===== config.mk =====
export PLATFORM = sky130hd
export DESIGN_NAME = websocket_frame_deframer_flat
export DESIGN_NICKNAME = d
export VERILOG_FILES = /design/src/sv/wsfd_pkg.sv /design/src/sv/wsfd_if.sv /design/src/sv/wsfd_parse.sv /design/src/sv/wsfd_skid.sv /design/src/sv/websocket_frame_deframer.sv /design/src/flat_wrapper.sv
export SDC_FILE = /design/constraint.sdc
export NUM_CORES = 1
export LEC_CHECK = 0
export BUFFER_PORTS_ARGS = -buffer_cell sky130_fd_sc_hd__clkbuf_2
export CORE_MARGIN = 4
export CORE_UTILIZATION = 40
export DETAILED_ROUTE_END_ITERATION = 8
export PLACE_DENSITY = 0.67
export SLEW_MARGIN = 5
export SYNTH_ARGS = -nofsm -noshare
export SYNTH_HDL_FRONTEND = slang
export SYNTH_SLANG_ARGS = --single-unit

===== constraint.sdc =====
create_clock -name clk_i -period 10.3 [get_ports clk_i]
set_clock_uncertainty 0.2 [all_clocks]
set_input_delay 1.03 -clock clk_i [delete_from_list [all_inputs] [get_ports clk_i]]
set_output_delay 1.03 -clock clk_i [all_outputs]
set_load 0.05 [all_outputs]

===== src/sv/wsfd_pkg.sv =====
`timescale 1ns / 1ps

package wsfd_pkg;

  // Header field codes
  localparam logic [3:0] OP_TEXT  = 4'h1;
  localparam logic [3:0] OP_CLOSE = 4'h8;
  localparam logic [3:0] OP_PING  = 4'h9;

  localparam logic [6:0] LEN_EXT16 = 7'd126;
  localparam logic [6:0] LEN_EXT64 = 7'd127;

  // Extended length / mask key byte counts, minus one
  localparam logic [2:0] EXT16_CNT = 3'd1;
  localparam logic [2:0] EXT64_CNT = 3'd7;
  localparam logic [2:0] KEY_CNT   = 3'd3;

  localparam logic [31:0] MAX_PAYLOAD_RST = 32'd1048576;

  typedef enum logic [1:0] {
    KIND_TEXT  = 2'd0,
    KIND_PING  = 2'd1,
    KIND_CLOSE = 2'd2
  } kind_e;

  typedef struct packed {
    logic [7:0] data_byte;
    logic       has_data;
    kind_e      frame_kind;
    logic       last;
    logic       status;
  } res_t;

endpackage


===== src/sv/wsfd_if.sv =====
`timescale 1ns / 1ps

interface wsfd_rx_if;
  logic       valid;
  logic       ready;
  logic [7:0] rx_byte;
  modport source (output valid, output rx_byte, input ready);
  modport sink   (input valid, input rx_byte, output ready);
endinterface

interface wsfd_res_if;
  logic       valid;
  logic       ready;
  logic [7:0] data_byte;
  logic       has_data;
  logic [1:0] frame_kind;
  logic       last;
  logic       status;
  modport source (output valid, output data_byte, output has_data, output frame_kind,
                  output last, output status, input ready);
  modport sink   (input valid, input data_byte, input has_data, input frame_kind,
                  input last, input status, output ready);
endinterface

interface wsfd_cfg_if;
  logic        valid;
  logic        ready;
  logic [31:0] max_payload;
  modport source (output valid, output max_payload, input ready);
  modport sink   (input valid, input max_payload, output ready);
endinterface


===== src/sv/wsfd_parse.sv =====
`timescale 1ns / 1ps

module wsfd_parse (
  input  logic               clk_i,
  input  logic               rst_ni,
  wsfd_rx_if.sink            rx,
  wsfd_cfg_if.sink           cfg,
  input  logic               space_i,
  output logic               push_valid_o,
  output wsfd_pkg::res_t     push_res_o
);

  typedef enum logic [2:0] {
    PH_HDR0    = 3'd0,
    PH_HDR1    = 3'd1,
    PH_EXTLEN  = 3'd2,
    PH_MASKKEY = 3'd3,
    PH_PAYLOAD = 3'd4
  } phase_e;

  phase_e      ph_q, ph_d;
  logic [3:0]  op_q, op_d;
  logic        mask_q, mask_d;
  logic [63:0] len_q, len_d;     // length, then bytes still to come in payload
  logic [2:0]  cnt_q, cnt_d;
  logic [31:0] key_q, key_d;
  logic [1:0]  pos_q, pos_d;
  logic        link_q, link_d;
  logic [31:0] max_q;

  logic           acc;
  logic [7:0]     b;
  logic           do_known, do_start, do_finish;
  logic [63:0]    known_len, start_len;
  logic [7:0]     key_byte;
  logic           is_last;
  logic           res_v;
  wsfd_pkg::res_t res;

  assign rx.ready  = space_i;
  assign cfg.ready = 1'b1;
  assign acc       = rx.valid && space_i;
  assign b         = rx.rx_byte;

  always_comb begin
    unique case (pos_q)
      2'd0: key_byte = key_q[31:24];
      2'd1: key_byte = key_q[23:16];
      2'd2: key_byte = key_q[15:8];
      2'd3: key_byte = key_q[7:0];
    endcase
  end

  assign is_last = (len_q[31:0] == 32'd1);

  always_comb begin
    ph_d      = ph_q;
    op_d      = op_q;
    mask_d    = mask_q;
    len_d     = len_q;
    cnt_d     = cnt_q;
    key_d     = key_q;
    pos_d     = pos_q;
    link_d    = link_q;
    do_known  = 1'b0;
    do_start  = 1'b0;
    do_finish = 1'b0;
    known_len = '0;
    start_len = '0;
    res_v     = 1'b0;
    res       = '0;

    if (acc && link_q) begin
      unique case (ph_q)
        PH_HDR0: begin
          op_d = b[3:0];
          ph_d = PH_HDR1;
        end
        PH_HDR1: begin
          mask_d = b[7];
          len_d  = '0;
          if (b[6:0] == wsfd_pkg::LEN_EXT16) begin
            cnt_d = wsfd_pkg::EXT16_CNT;
            ph_d  = PH_EXTLEN;
          end else if (b[6:0] == wsfd_pkg::LEN_EXT64) begin
            cnt_d = wsfd_pkg::EXT64_CNT;
            ph_d  = PH_EXTLEN;
          end else begin
            do_known  = 1'b1;
            known_len = {57'd0, b[6:0]};
          end
        end
        PH_EXTLEN: begin
          len_d = {len_q[55:0], b};
          if (cnt_q == 3'd0) begin
            do_known  = 1'b1;
            known_len = {len_q[55:0], b};
          end else begin
            cnt_d = cnt_q - 3'd1;
          end
        end
        PH_MASKKEY: begin
          key_d = {key_q[23:0], b};
          if (cnt_q == 3'd0) begin
            do_start  = 1'b1;
            start_len = len_q;
          end else begin
            cnt_d = cnt_q - 3'd1;
          end
        end
        PH_PAYLOAD: begin
          pos_d = pos_q + 2'd1;
          len_d = {32'd0, len_q[31:0] - 32'd1};
          if (op_q == wsfd_pkg::OP_TEXT || op_q == wsfd_pkg::OP_PING) begin
            res_v          = 1'b1;
            res.data_byte  = b ^ key_byte;
            res.has_data   = 1'b1;
            res.frame_kind = (op_q == wsfd_pkg::OP_PING) ? wsfd_pkg::KIND_PING
                                                         : wsfd_pkg::KIND_TEXT;
            res.last       = is_last;
            if (is_last) begin
              ph_d = PH_HDR0;
            end
          end else if (is_last) begin
            do_finish = 1'b1;
          end
        end
        default: begin
          ph_d = PH_HDR0;
        end
      endcase

      // full length known: limit check, then mask key, payload or (when empty) frame end
      if (do_known) begin
        len_d = known_len;
        key_d = '0;
        if ((|known_len[63:32]) || (known_len[31:0] > max_q)) begin
          link_d         = 1'b0;
          res_v          = 1'b1;
          res.frame_kind = wsfd_pkg::KIND_CLOSE;
          res.last       = 1'b1;
          res.status     = 1'b1;
        end else if (mask_d) begin
          cnt_d = wsfd_pkg::KEY_CNT;
          ph_d  = PH_MASKKEY;
        end else begin
          do_start  = 1'b1;
          start_len = known_len;
        end
      end

      if (do_start) begin
        pos_d = 2'd0;
        if (start_len == 64'd0) begin
          do_finish = 1'b1;
        end else begin
          ph_d = PH_PAYLOAD;
        end
      end

      if (do_finish) begin
        ph_d = PH_HDR0;
        if (op_q == wsfd_pkg::OP_TEXT) begin
          res_v          = 1'b1;
          res.frame_kind = wsfd_pkg::KIND_TEXT;
          res.last       = 1'b1;
        end else if (op_q == wsfd_pkg::OP_PING) begin
          res_v          = 1'b1;
          res.frame_kind = wsfd_pkg::KIND_PING;
          res.last       = 1'b1;
        end else if (op_q == wsfd_pkg::OP_CLOSE) begin
          link_d         = 1'b0;
          res_v          = 1'b1;
          res.frame_kind = wsfd_pkg::KIND_CLOSE;
          res.last       = 1'b1;
        end
      end
    end
  end

  assign push_valid_o = res_v;
  assign push_res_o   = res;

  always_ff @(posedge clk_i or negedge rst_ni) begin
    if (!rst_ni) begin
      ph_q   <= PH_HDR0;
      op_q   <= '0;
      mask_q <= 1'b0;
      len_q  <= '0;
      cnt_q  <= '0;
      key_q  <= '0;
      pos_q  <= '0;
      link_q <= 1'b1;
      max_q  <= wsfd_pkg::MAX_PAYLOAD_RST;
    end else begin
      ph_q   <= ph_d;
      op_q   <= op_d;
      mask_q <= mask_d;
      len_q  <= len_d;
      cnt_q  <= cnt_d;
      key_q  <= key_d;
      pos_q  <= pos_d;
      link_q <= link_d;
      if (cfg.valid) begin
        max_q <= cfg.max_payload;
      end
    end
  end

  a_link_sticky: assert property (@(posedge clk_i) disable iff (!rst_ni)
    !link_q |=> !link_q) else $error("link reopened without reset");

  a_push_on_accept: assert property (@(posedge clk_i) disable iff (!rst_ni)
    push_valid_o |-> (rx.valid && rx.ready && link_q))
    else $error("result without an accepted word");

  a_close_ends_link: assert property (@(posedge clk_i) disable iff (!rst_ni)
    (push_valid_o && push_res_o.frame_kind == wsfd_pkg::KIND_CLOSE) |=> !link_q)
    else $error("close or error result left link open");

  a_data_only_in_payload: assert property (@(posedge clk_i) disable iff (!rst_ni)
    (push_valid_o && push_res_o.has_data) |-> (ph_q == PH_PAYLOAD))
    else $error("data byte outside payload");

endmodule


===== src/sv/wsfd_skid.sv =====
`timescale 1ns / 1ps

module wsfd_skid (
  input  logic            clk_i,
  input  logic            rst_ni,
  input  logic            push_valid_i,
  input  wsfd_pkg::res_t  push_res_i,
  output logic            space_o,
  wsfd_res_if.source      res
);

  logic           main_v_q, main_v_d;
  logic           spare_v_q, spare_v_d;
  wsfd_pkg::res_t main_q, main_d;
  wsfd_pkg::res_t spare_q, spare_d;
  logic           pop;

  // registered ready: room is guaranteed while the spare slot is empty
  assign space_o = !spare_v_q;
  assign pop     = main_v_q && res.ready;

  always_comb begin
    main_v_d  = main_v_q;
    spare_v_d = spare_v_q;
    main_d    = main_q;
    spare_d   = spare_q;
    if (pop) begin
      if (spare_v_q) begin
        main_d    = spare_q;
        spare_v_d = 1'b0;
      end else begin
        main_v_d = 1'b0;
      end
    end
    if (push_valid_i) begin
      if (!main_v_d) begin
        main_d   = push_res_i;
        main_v_d = 1'b1;
      end else begin
        spare_d   = push_res_i;
        spare_v_d = 1'b1;
      end
    end
  end

  always_ff @(posedge clk_i or negedge rst_ni) begin
    if (!rst_ni) begin
      main_v_q  <= 1'b0;
      spare_v_q <= 1'b0;
    end else begin
      main_v_q  <= main_v_d;
      spare_v_q <= spare_v_d;
    end
  end

  always_ff @(posedge clk_i) begin
    main_q  <= main_d;
    spare_q <= spare_d;
  end

  assign res.valid      = main_v_q;
  assign res.data_byte  = main_q.data_byte;
  assign res.has_data   = main_q.has_data;
  assign res.frame_kind = main_q.frame_kind;
  assign res.last       = main_q.last;
  assign res.status     = main_q.status;

  a_spare_implies_main: assert property (@(posedge clk_i) disable iff (!rst_ni)
    spare_v_q |-> main_v_q) else $error("spare slot filled ahead of main");

  a_no_overflow: assert property (@(posedge clk_i) disable iff (!rst_ni)
    push_valid_i |-> !spare_v_q) else $error("push into full skid");

  a_drain: assert property (@(posedge clk_i) disable iff (!rst_ni)
    (pop && !spare_v_q && !push_valid_i) |=> !main_v_q)
    else $error("word repeated after pop");

endmodule


===== src/sv/websocket_frame_deframer.sv =====
`timescale 1ns / 1ps
// Channel  Dir  Handshake          Word
// rx_i     in   valid/ready        rx_byte[7:0], one received stream byte
// cfg_i    in   valid/ready        max_payload[31:0], always ready
// res_o    out  valid/ready        data_byte, has_data, frame_kind, last, status
//
// One byte per clock while res_o keeps up; each result is registered before res_o.
// Parse state lives in the parser registers; each byte's work is one pass of
// combinational logic into a two-entry output skid buffer.
// rx_i.ready comes straight from a flop (skid spare slot empty), so a stall on
// res_o lets through at most one more result word before rx_i backs up;
// header bytes that raise no result keep flowing until then.
// Async active-low reset: header phase, link open, max_payload = 1 MiB.

module websocket_frame_deframer (
  input  logic        clk_i,
  input  logic        rst_ni,
  wsfd_rx_if.sink     rx_i,
  wsfd_cfg_if.sink    cfg_i,
  wsfd_res_if.source  res_o
);

  logic           space;
  logic           push_valid;
  wsfd_pkg::res_t push_res;

  // header / length / key / payload parser; owns the limit register
  wsfd_parse u_parse (
    .clk_i        (clk_i),
    .rst_ni       (rst_ni),
    .rx           (rx_i),
    .cfg          (cfg_i),
    .space_i      (space),
    .push_valid_o (push_valid),
    .push_res_o   (push_res)
  );

  // result register with skid slot; decouples res_o.ready from rx_i.ready
  wsfd_skid u_skid (
    .clk_i        (clk_i),
    .rst_ni       (rst_ni),
    .push_valid_i (push_valid),
    .push_res_i   (push_res),
    .space_o      (space),
    .res          (res_o)
  );

  a_empty_has_no_data: assert property (@(posedge clk_i) disable iff (!rst_ni)
    (res_o.valid && !res_o.has_data) |-> res_o.last)
    else $error("empty result not marked last");

  a_error_is_close: assert property (@(posedge clk_i) disable iff (!rst_ni)
    (res_o.valid && res_o.status) |-> (res_o.frame_kind == 2'(wsfd_pkg::KIND_CLOSE)))
    else $error("error result with wrong kind");

  a_close_no_data: assert property (@(posedge clk_i) disable iff (!rst_ni)
    (res_o.valid && res_o.frame_kind == 2'(wsfd_pkg::KIND_CLOSE)) |-> !res_o.has_data)
    else $error("close result carries data");

endmodule


===== src/flat_wrapper.sv =====
// flat-port wrapper written by rule: the top's interface ports become plain ports
module websocket_frame_deframer_flat 
  (clk_i, rst_ni, rx_i_valid, rx_i_rx_byte, rx_i_ready, cfg_i_valid, cfg_i_max_payload, cfg_i_ready, res_o_valid, res_o_data_byte, res_o_has_data, res_o_frame_kind, res_o_last, res_o_status, res_o_ready);
  wsfd_rx_if rx_i_i ();
  wsfd_cfg_if cfg_i_i ();
  wsfd_res_if res_o_i ();
  input  logic clk_i;
  input  logic rst_ni;
  input wire logic [$bits(rx_i_i.valid)-1:0] rx_i_valid;
  input wire logic [$bits(rx_i_i.rx_byte)-1:0] rx_i_rx_byte;
  output wire logic [$bits(rx_i_i.ready)-1:0] rx_i_ready;
  input wire logic [$bits(cfg_i_i.valid)-1:0] cfg_i_valid;
  input wire logic [$bits(cfg_i_i.max_payload)-1:0] cfg_i_max_payload;
  output wire logic [$bits(cfg_i_i.ready)-1:0] cfg_i_ready;
  output wire logic [$bits(res_o_i.valid)-1:0] res_o_valid;
  output wire logic [$bits(res_o_i.data_byte)-1:0] res_o_data_byte;
  output wire logic [$bits(res_o_i.has_data)-1:0] res_o_has_data;
  output wire logic [$bits(res_o_i.frame_kind)-1:0] res_o_frame_kind;
  output wire logic [$bits(res_o_i.last)-1:0] res_o_last;
  output wire logic [$bits(res_o_i.status)-1:0] res_o_status;
  input wire logic [$bits(res_o_i.ready)-1:0] res_o_ready;
  assign rx_i_i.valid = rx_i_valid;
  assign rx_i_i.rx_byte = rx_i_rx_byte;
  assign rx_i_ready = rx_i_i.ready;
  assign cfg_i_i.valid = cfg_i_valid;
  assign cfg_i_i.max_payload = cfg_i_max_payload;
  assign cfg_i_ready = cfg_i_i.ready;
  assign res_o_valid = res_o_i.valid;
  assign res_o_data_byte = res_o_i.data_byte;
  assign res_o_has_data = res_o_i.has_data;
  assign res_o_frame_kind = res_o_i.frame_kind;
  assign res_o_last = res_o_i.last;
  assign res_o_status = res_o_i.status;
  assign res_o_i.ready = res_o_ready;
  websocket_frame_deframer u_core (.clk_i(clk_i), .rst_ni(rst_ni), .rx_i(rx_i_i), .cfg_i(cfg_i_i), .res_o(res_o_i));
endmodule

Word level (Yosys, flattened, before mapping)
Cells that the tools add are included.
{"block": "word_totals", "register_bits": 170, "out_inout_bits": 16, "input_bits": 45}
{"block": "classes", "n_mux": 89, "n_lt_le_gt_ge": 1, "addsub": 3, "n_eq_ne": 13, "bitwise_logic": 1, "n_reduce_logical": 20}
{"operator": "64-bit 2-to-1 mux", "count": 9}
{"operator": "64-bit case mux with 3 select lines", "count": 1}
{"operator": "64-bit case mux with 2 select lines", "count": 1}
{"operator": "13-bit 2-to-1 mux", "count": 5}
{"operator": "64-bit zero test", "count": 1}
{"operator": "32-bit 2-to-1 mux", "count": 2}
{"operator": "3-bit 2-to-1 mux", "count": 20}
{"operator": "1-bit 2-to-1 mux", "count": 39}
{"operator": "32-bit by 1-bit equality test with 1-bit output (second input constant)", "count": 1}
{"operator": "32-bit greater-than comparator", "count": 1}
{"operator": "8-bit case mux with 4 select lines", "count": 1}
{"operator": "32-bit OR reduction", "count": 1}
{"operator": "32-bit by 1-bit subtractor with 32-bit output (second input constant)", "count": 1}
{"operator": "12-bit 2-to-1 mux", "count": 2}
{"operator": "7-bit equality test (second input constant)", "count": 2}
{"operator": "7-bit 2-to-1 mux", "count": 2}
{"operator": "3-bit case mux with 4 select lines", "count": 1}
{"operator": "2-bit AND reduction", "count": 5}
{"operator": "4-bit equality test (second input constant)", "count": 2}
{"operator": "4-bit 2-to-1 mux", "count": 2}
{"operator": "8-bit bitwise XOR", "count": 1}
{"operator": "3-bit by 2-bit equality test with 1-bit output (second input constant)", "count": 2}
{"operator": "3-bit zero test", "count": 2}
{"operator": "3-bit case mux with 2 select lines", "count": 1}
{"operator": "other kinds (16)", "count": 22}

Logic depth before layout (Yosys ltp)
{"block": "logic_depth", "word_depth": 18, "depth_mapped": 16, "depth_no_buf": 14}

Cells and area by module
Synthesis repeated with hierarchy kept, for this count alone.
{"block": "unflattened", "cells_unflattened": 1022, "area_unflattened_um2": 9295.2}
{"mod": "wsfd_parse", "cells_each": 924, "instances": 1, "area_each_um2": 8059.0}
{"mod": "wsfd_skid", "cells_each": 98, "instances": 1, "area_each_um2": 1236.2}

Worst setup path before layout
OpenSTA, ideal clock, no wires.
{"block": "synth_path", "path_kind": "input to register", "from": "input rx_i_rx_byte[1]", "to": "register u_core.u_skid.spare_q[0] in the netlist's numbering (enable)", "setup_slack_ps": 5476, "cell_stages": 13, "setup_time_ps": 400, "arrival_time_ps": 4224, "cell_sequence": "nand4_1 -> o21ai_0 -> nand2b_1 -> clkbuf_1 -> and2_1 -> ha_1 -> nor2b_1 -> o211ai_1 -> a2111o_1 -> a311oi_1 -> a211o_1 -> nor4_1 -> nor3_1"}
{"block": "synth_between", "elab_chain_len": 17}
{"item": "start, declared", "line_no": "flat_wrapper.sv:10", "source": "input wire logic [$bits(rx_i_i.rx_byte)-1:0] rx_i_rx_byte;"}
{"item": "7-bit equality test", "line_no": "wsfd_parse.sv:85", "source": "end else if (b[6:0] == wsfd_pkg::LEN_EXT64) begin"}
{"item": "7-bit 2-to-1 mux", "line_no": "wsfd_parse.sv:85"}
{"item": "7-bit 2-to-1 mux", "line_no": "wsfd_parse.sv:82", "source": "if (b[6:0] == wsfd_pkg::LEN_EXT16) begin"}
{"item": "64-bit case mux with 2 select lines", "line_no": "wsfd_parse.sv:74", "source": "unique case (ph_q)"}
{"item": "64-bit 2-to-1 mux", "line_no": "wsfd_parse.sv:73", "source": "if (acc && link_q) begin"}
{"item": "32-bit greater-than comparator", "line_no": "wsfd_parse.sv:137", "source": "if ((|known_len[63:32]) || (known_len[31:0] > max_q)) begin"}
{"item": "1-bit logical OR", "line_no": "wsfd_parse.sv:137"}
{"item": "64-bit 2-to-1 mux", "line_no": "wsfd_parse.sv:137"}
{"item": "64-bit 2-to-1 mux", "line_no": "wsfd_parse.sv:134", "source": "if (do_known) begin"}
{"item": "64-bit 2-to-1 mux", "line_no": "wsfd_parse.sv:73"}
{"item": "64-bit zero test", "line_no": "wsfd_parse.sv:154", "source": "if (start_len == 64'd0) begin"}
{"item": "1-bit 2-to-1 mux", "line_no": "wsfd_parse.sv:154"}
{"item": "1-bit 2-to-1 mux", "line_no": "wsfd_parse.sv:152", "source": "if (do_start) begin"}
{"item": "1-bit 2-to-1 mux", "line_no": "wsfd_parse.sv:73"}
{"item": "1-bit 2-to-1 mux (*)", "line_no": "wsfd_parse.sv:161", "source": "if (do_finish) begin"}
{"item": "1-bit 2-to-1 mux (*)", "line_no": "wsfd_parse.sv:73"}
{"item": "2-bit AND reduction (no source line) (*)"}
{"item": "end signal, assigned", "line_no": "wsfd_skid.sv:58", "source": "spare_q <= spare_d;"}
{"item": "end, declared", "line_no": "wsfd_skid.sv:15", "source": "wsfd_pkg::res_t spare_q, spare_d;"}
Mark *: on every way between the ends. The rest lies on a longest branch, timed or not. The select of a mux whose other input is x is not followed.
A chain may end at the register's enable or synchronous reset.

Worst setup path in the final report
{"block": "layout_path", "from": "register u_core.u_parse.ph_q[2]", "to": "register u_core.u_skid.spare_q[4] in the netlist's numbering (enable)"}
{"block": "layout_between", "elab_chain_len": 15}
{"item": "start, declared", "line_no": "wsfd_parse.sv:21", "source": "phase_e ph_q, ph_d;"}
{"item": "start signal, assigned", "line_no": "wsfd_parse.sv:196", "source": "ph_q <= ph_d;"}
{"item": "3-bit by 2-bit equality test with 1-bit output or 3-bit by 1-bit equality test with 1-bit output (tied branches)", "line_no": "wsfd_parse.sv:74"}
{"item": "64-bit case mux with 2 select lines", "line_no": "wsfd_parse.sv:74"}
{"item": "64-bit 2-to-1 mux", "line_no": "wsfd_parse.sv:73"}
{"item": "32-bit greater-than comparator or 32-bit OR reduction (tied branches)", "line_no": "wsfd_parse.sv:137"}
{"item": "1-bit logical OR", "line_no": "wsfd_parse.sv:137"}
{"item": "64-bit 2-to-1 mux", "line_no": "wsfd_parse.sv:137"}
{"item": "64-bit 2-to-1 mux", "line_no": "wsfd_parse.sv:134"}
{"item": "64-bit 2-to-1 mux", "line_no": "wsfd_parse.sv:73"}
{"item": "64-bit zero test", "line_no": "wsfd_parse.sv:154"}
{"item": "1-bit 2-to-1 mux", "line_no": "wsfd_parse.sv:154"}
{"item": "1-bit 2-to-1 mux", "line_no": "wsfd_parse.sv:152"}
{"item": "1-bit 2-to-1 mux", "line_no": "wsfd_parse.sv:73"}
{"item": "1-bit 2-to-1 mux (*)", "line_no": "wsfd_parse.sv:161"}
{"item": "1-bit 2-to-1 mux (*)", "line_no": "wsfd_parse.sv:73"}
{"item": "2-bit AND reduction (no source line) (*)"}
Marked as above.

==> impl_metrics.tcl <==
set metrics [dict create \
    outcome "completed" \
    critPathKind "flip-flop to flip-flop" \
    syn_nets 1085 \
    powerDensity_nw_per_um2 137 \
    end_kind "flip-flop" \
    synth_cells 1000 \
    ys_warn_count 0 \
    antenna_found_initial 0 \
    synth_top_area_share_pct 38.7 \
    ys_seq_area_share_pct 46.4 \
    hold_viol 0 \
    drive_gt1_share_pct 13.6 \
    relSlewSlack_pct 35.6 \
    clk_latency_ps 440 \
    die_area_sq_um 25400 \
    timing.setup.tns_ps 0 \
    cts_setup_buffers 0 \
    track_usage_pct 17.8 \
    design.core.area_sq_um 22600 \
    cts_hold_buf 0 \
    wl_per_cell_microns 17.1 \
    slew_viol_final 0 \
    period_minus_slack_ps 5430 \
    cp.required_ps 10150 \
    route.detailed.drc 0 \
    yosys.area.top_type "dfrtp_1" \
    cp_data_arrival_time_ps 5280 \
    fmax_ghz 0.184 \
    die_h_microns 160 \
    dpl_cell_area_sq_um 9680 \
    io_pins 61 \
    grt_max_degree 96 \
    clock-sinks 170 \
    num_vias 7486 \
    worstReg2RegStart "u_core.u_parse.ph_q[2]" \
    first_global_vias 6976 \
    yosys-top-cells-area "dfrtp_1 (39%), o21ai_0 (7.5%), nand2_1 (5.7%), ha_1 (5.5%), edfxtp_1 (4.3%)" \
    worst_pin_slew_ps 961 \
    worstSetupStartpoint "u_core.u_parse.ph_q[2]" \
    worstHoldStart "u_core.u_parse.link_q" \
    synth.most_common_cell "dfrtp_1" \
    cellLeakagePower_nw 4.68 \
    place_hpwl_microns 15300 \
    synth_cell_types 67 \
    die_x_microns 160 \
    ir_drop_uv 111 \
    vias_per_cell 5.67 \
    fin_area_sq_um 10300 \
    numCtsBuffers 17 \
    grt_pass1_wl_microns 37600 \
    ant_nets 0 \
    first_pass_iters 5 \
    synth.avg_cell_area_sq_um 9.18 \
    area_growth_pct 12.0 \
    synth_edf_count 13 \
    hold_class "flip-flop to flip-flop" \
    drt_iter0_markers 751 \
    cts.repair.resized 0 \
    routed_wirelength_microns 22600 \
    finalCritPeriodShare_pct 52.7 \
    root_buffer "clkbuf_16" \
    synth_top_cells_by_count "dfrtp_1 (142), nand2_1 (140), o21ai_0 (138), a21oi_1 (59), clkbuf_1 (59)" \
    synth_flop_cell "dfrtp_1" \
    htreeDepth 4 \
    fp-row-count 55 \
    ys_ff_latch 170 \
    cts_tree "done" \
    async_flop_share_pct 84.7 \
    path_clk_slew_ps 70 \
    insertedDiodeCount 0 \
    cap_violations 0 \
    gp_congestion 0.897 \
    rsz0062_at_grt "no" \
    gr-total-overflow 0 \
    layout.nets 1108 \
    start_util_pct 40.6 \
    setup_viol 0 \
    netlist_area_sq_um 9180 \
    cp_max_fo 21 \
    start_kind "flip-flop" \
    clockBufferDepth 2 \
    io_buffers 59 \
]
## critical path, cell delays in order (launching register included)
cell	delay [ps]
dfrtp_1	580
nand2b_1	410
nor3_2	400
buf_4	310
nand2b_1	560
and2_1	230
ha_1	150
nand4_1	130
nor4_1	420
a32oi_1	240
nor4_4	520
nor4_1	150
nor3_2	740
## report_power, final
| part | switching [mW] | leakage [nW] | internal (mW) |
|---|---|---|---|
| sequential | 0.00282 | 2.10 | 0.684 |
| combinational | 0.0425 | 2.31 | 0.0205 |
| clock | 0.277 | 0.278 | 0.384 |
| total | 0.323 | 4.68 | 1.09 |
## metal layers
layer | vias up | routed length [microns] | track usage [%]
met3 | 33 | 1120 | 3.62
met5 | - | 0 | 0
met1 | 3583 | 11200 | 26.9
li1 | 3644 | - | -
met2 | 226 | 9770 | 25.4
met4 | 0 | 437 | 5.60
## state kept, by name, summed over array words and instances, names as in the netlist, 3 cells and up
name,count
u_core.u_parse.ph_q,3
u_core.u_skid.spare_q,13
u_core.u_parse.op_q,4
u_core.u_parse.len_q,64
u_core.u_parse.max_q,32
u_core.u_parse.key_q,32
u_core.u_skid.res.data_byte,8
u_core.u_parse.cnt_q,3
## layout make-up
cell class | instances | area, sq um
fill | 2165 | 12400
multi-input combinational | 717 | 4510
sequential | 170 | 4260
clock buffer | 19 | 433
timing repair buffer | 68 | 369
tap | 285 | 357
inverter | 49 | 184
clock inverter | 13 | 170
## logic make-up after synthesis
| logic type | after synthesis | share of synthesized area (%) |
|---|---|---|
| AND/OR/NAND/NOR | 329 | 17.6 |
| AO/OA/AOI/OAI | 307 | 21.0 |
| flip-flops | 170 | 46.4 |
| buffers and inverters | 113 | 4.76 |
| adder cells (fa/ha/maj) | 40 | 5.45 |
| multiplexers | 29 | 3.73 |
| XOR/XNOR | 11 | 1.05 |
| other | 1 | 0.0408 |
## cells in the final DEF, fill, tap and decap left out, types with 13 or more instances in the layout
master / n
nor4_1: 27
nor2_1: 48
mux2_2: 18
edfxtp_1: 13
ha_1: 40
and2_1: 34
a22o_1: 33
a21oi_1: 59
inv_1: 49
o21ai_0: 138
clkbuf_2: 58
dfxtp_1: 13
nand2_1: 139
nor3_1: 16
a22oi_1: 14
dfrtp_1: 142
clkbuf_16: 17
## worst paths after layout
path | cells past startpoint | slack (ps) | to
max | 12 | 4870 | u_core.u_skid.spare_q[4]
min | 1 | 270 | u_core.u_parse.link_q
max reg2reg | 12 | 4870 | u_core.u_skid.spare_q[4]
min reg2reg | 1 | 270 | u_core.u_parse.link_q
max in group asynchronous | 2 | 8140 | u_core.u_parse.len_q[56]
min in group asynchronous | 1 | 460 | u_core.u_parse.key_q[12]
## metrics by stage
stage	util, %	hold slack, ps	power (mW)	instances	setup slack (ps)
5_1_grt	45.4	283	1.47	1321	4590
3_5_place_dp	42.8	262	0.764	1289	4810
6_report	45.4	269	1.41	1321	4870
3_3_place_gp	42.8	254	0.762	1289	4980
4_1_cts	45.4	272	1.43	1321	4940
2_1_floorplan	-	246	0.731	1000	5480
(Power assumes the default switching activity.)
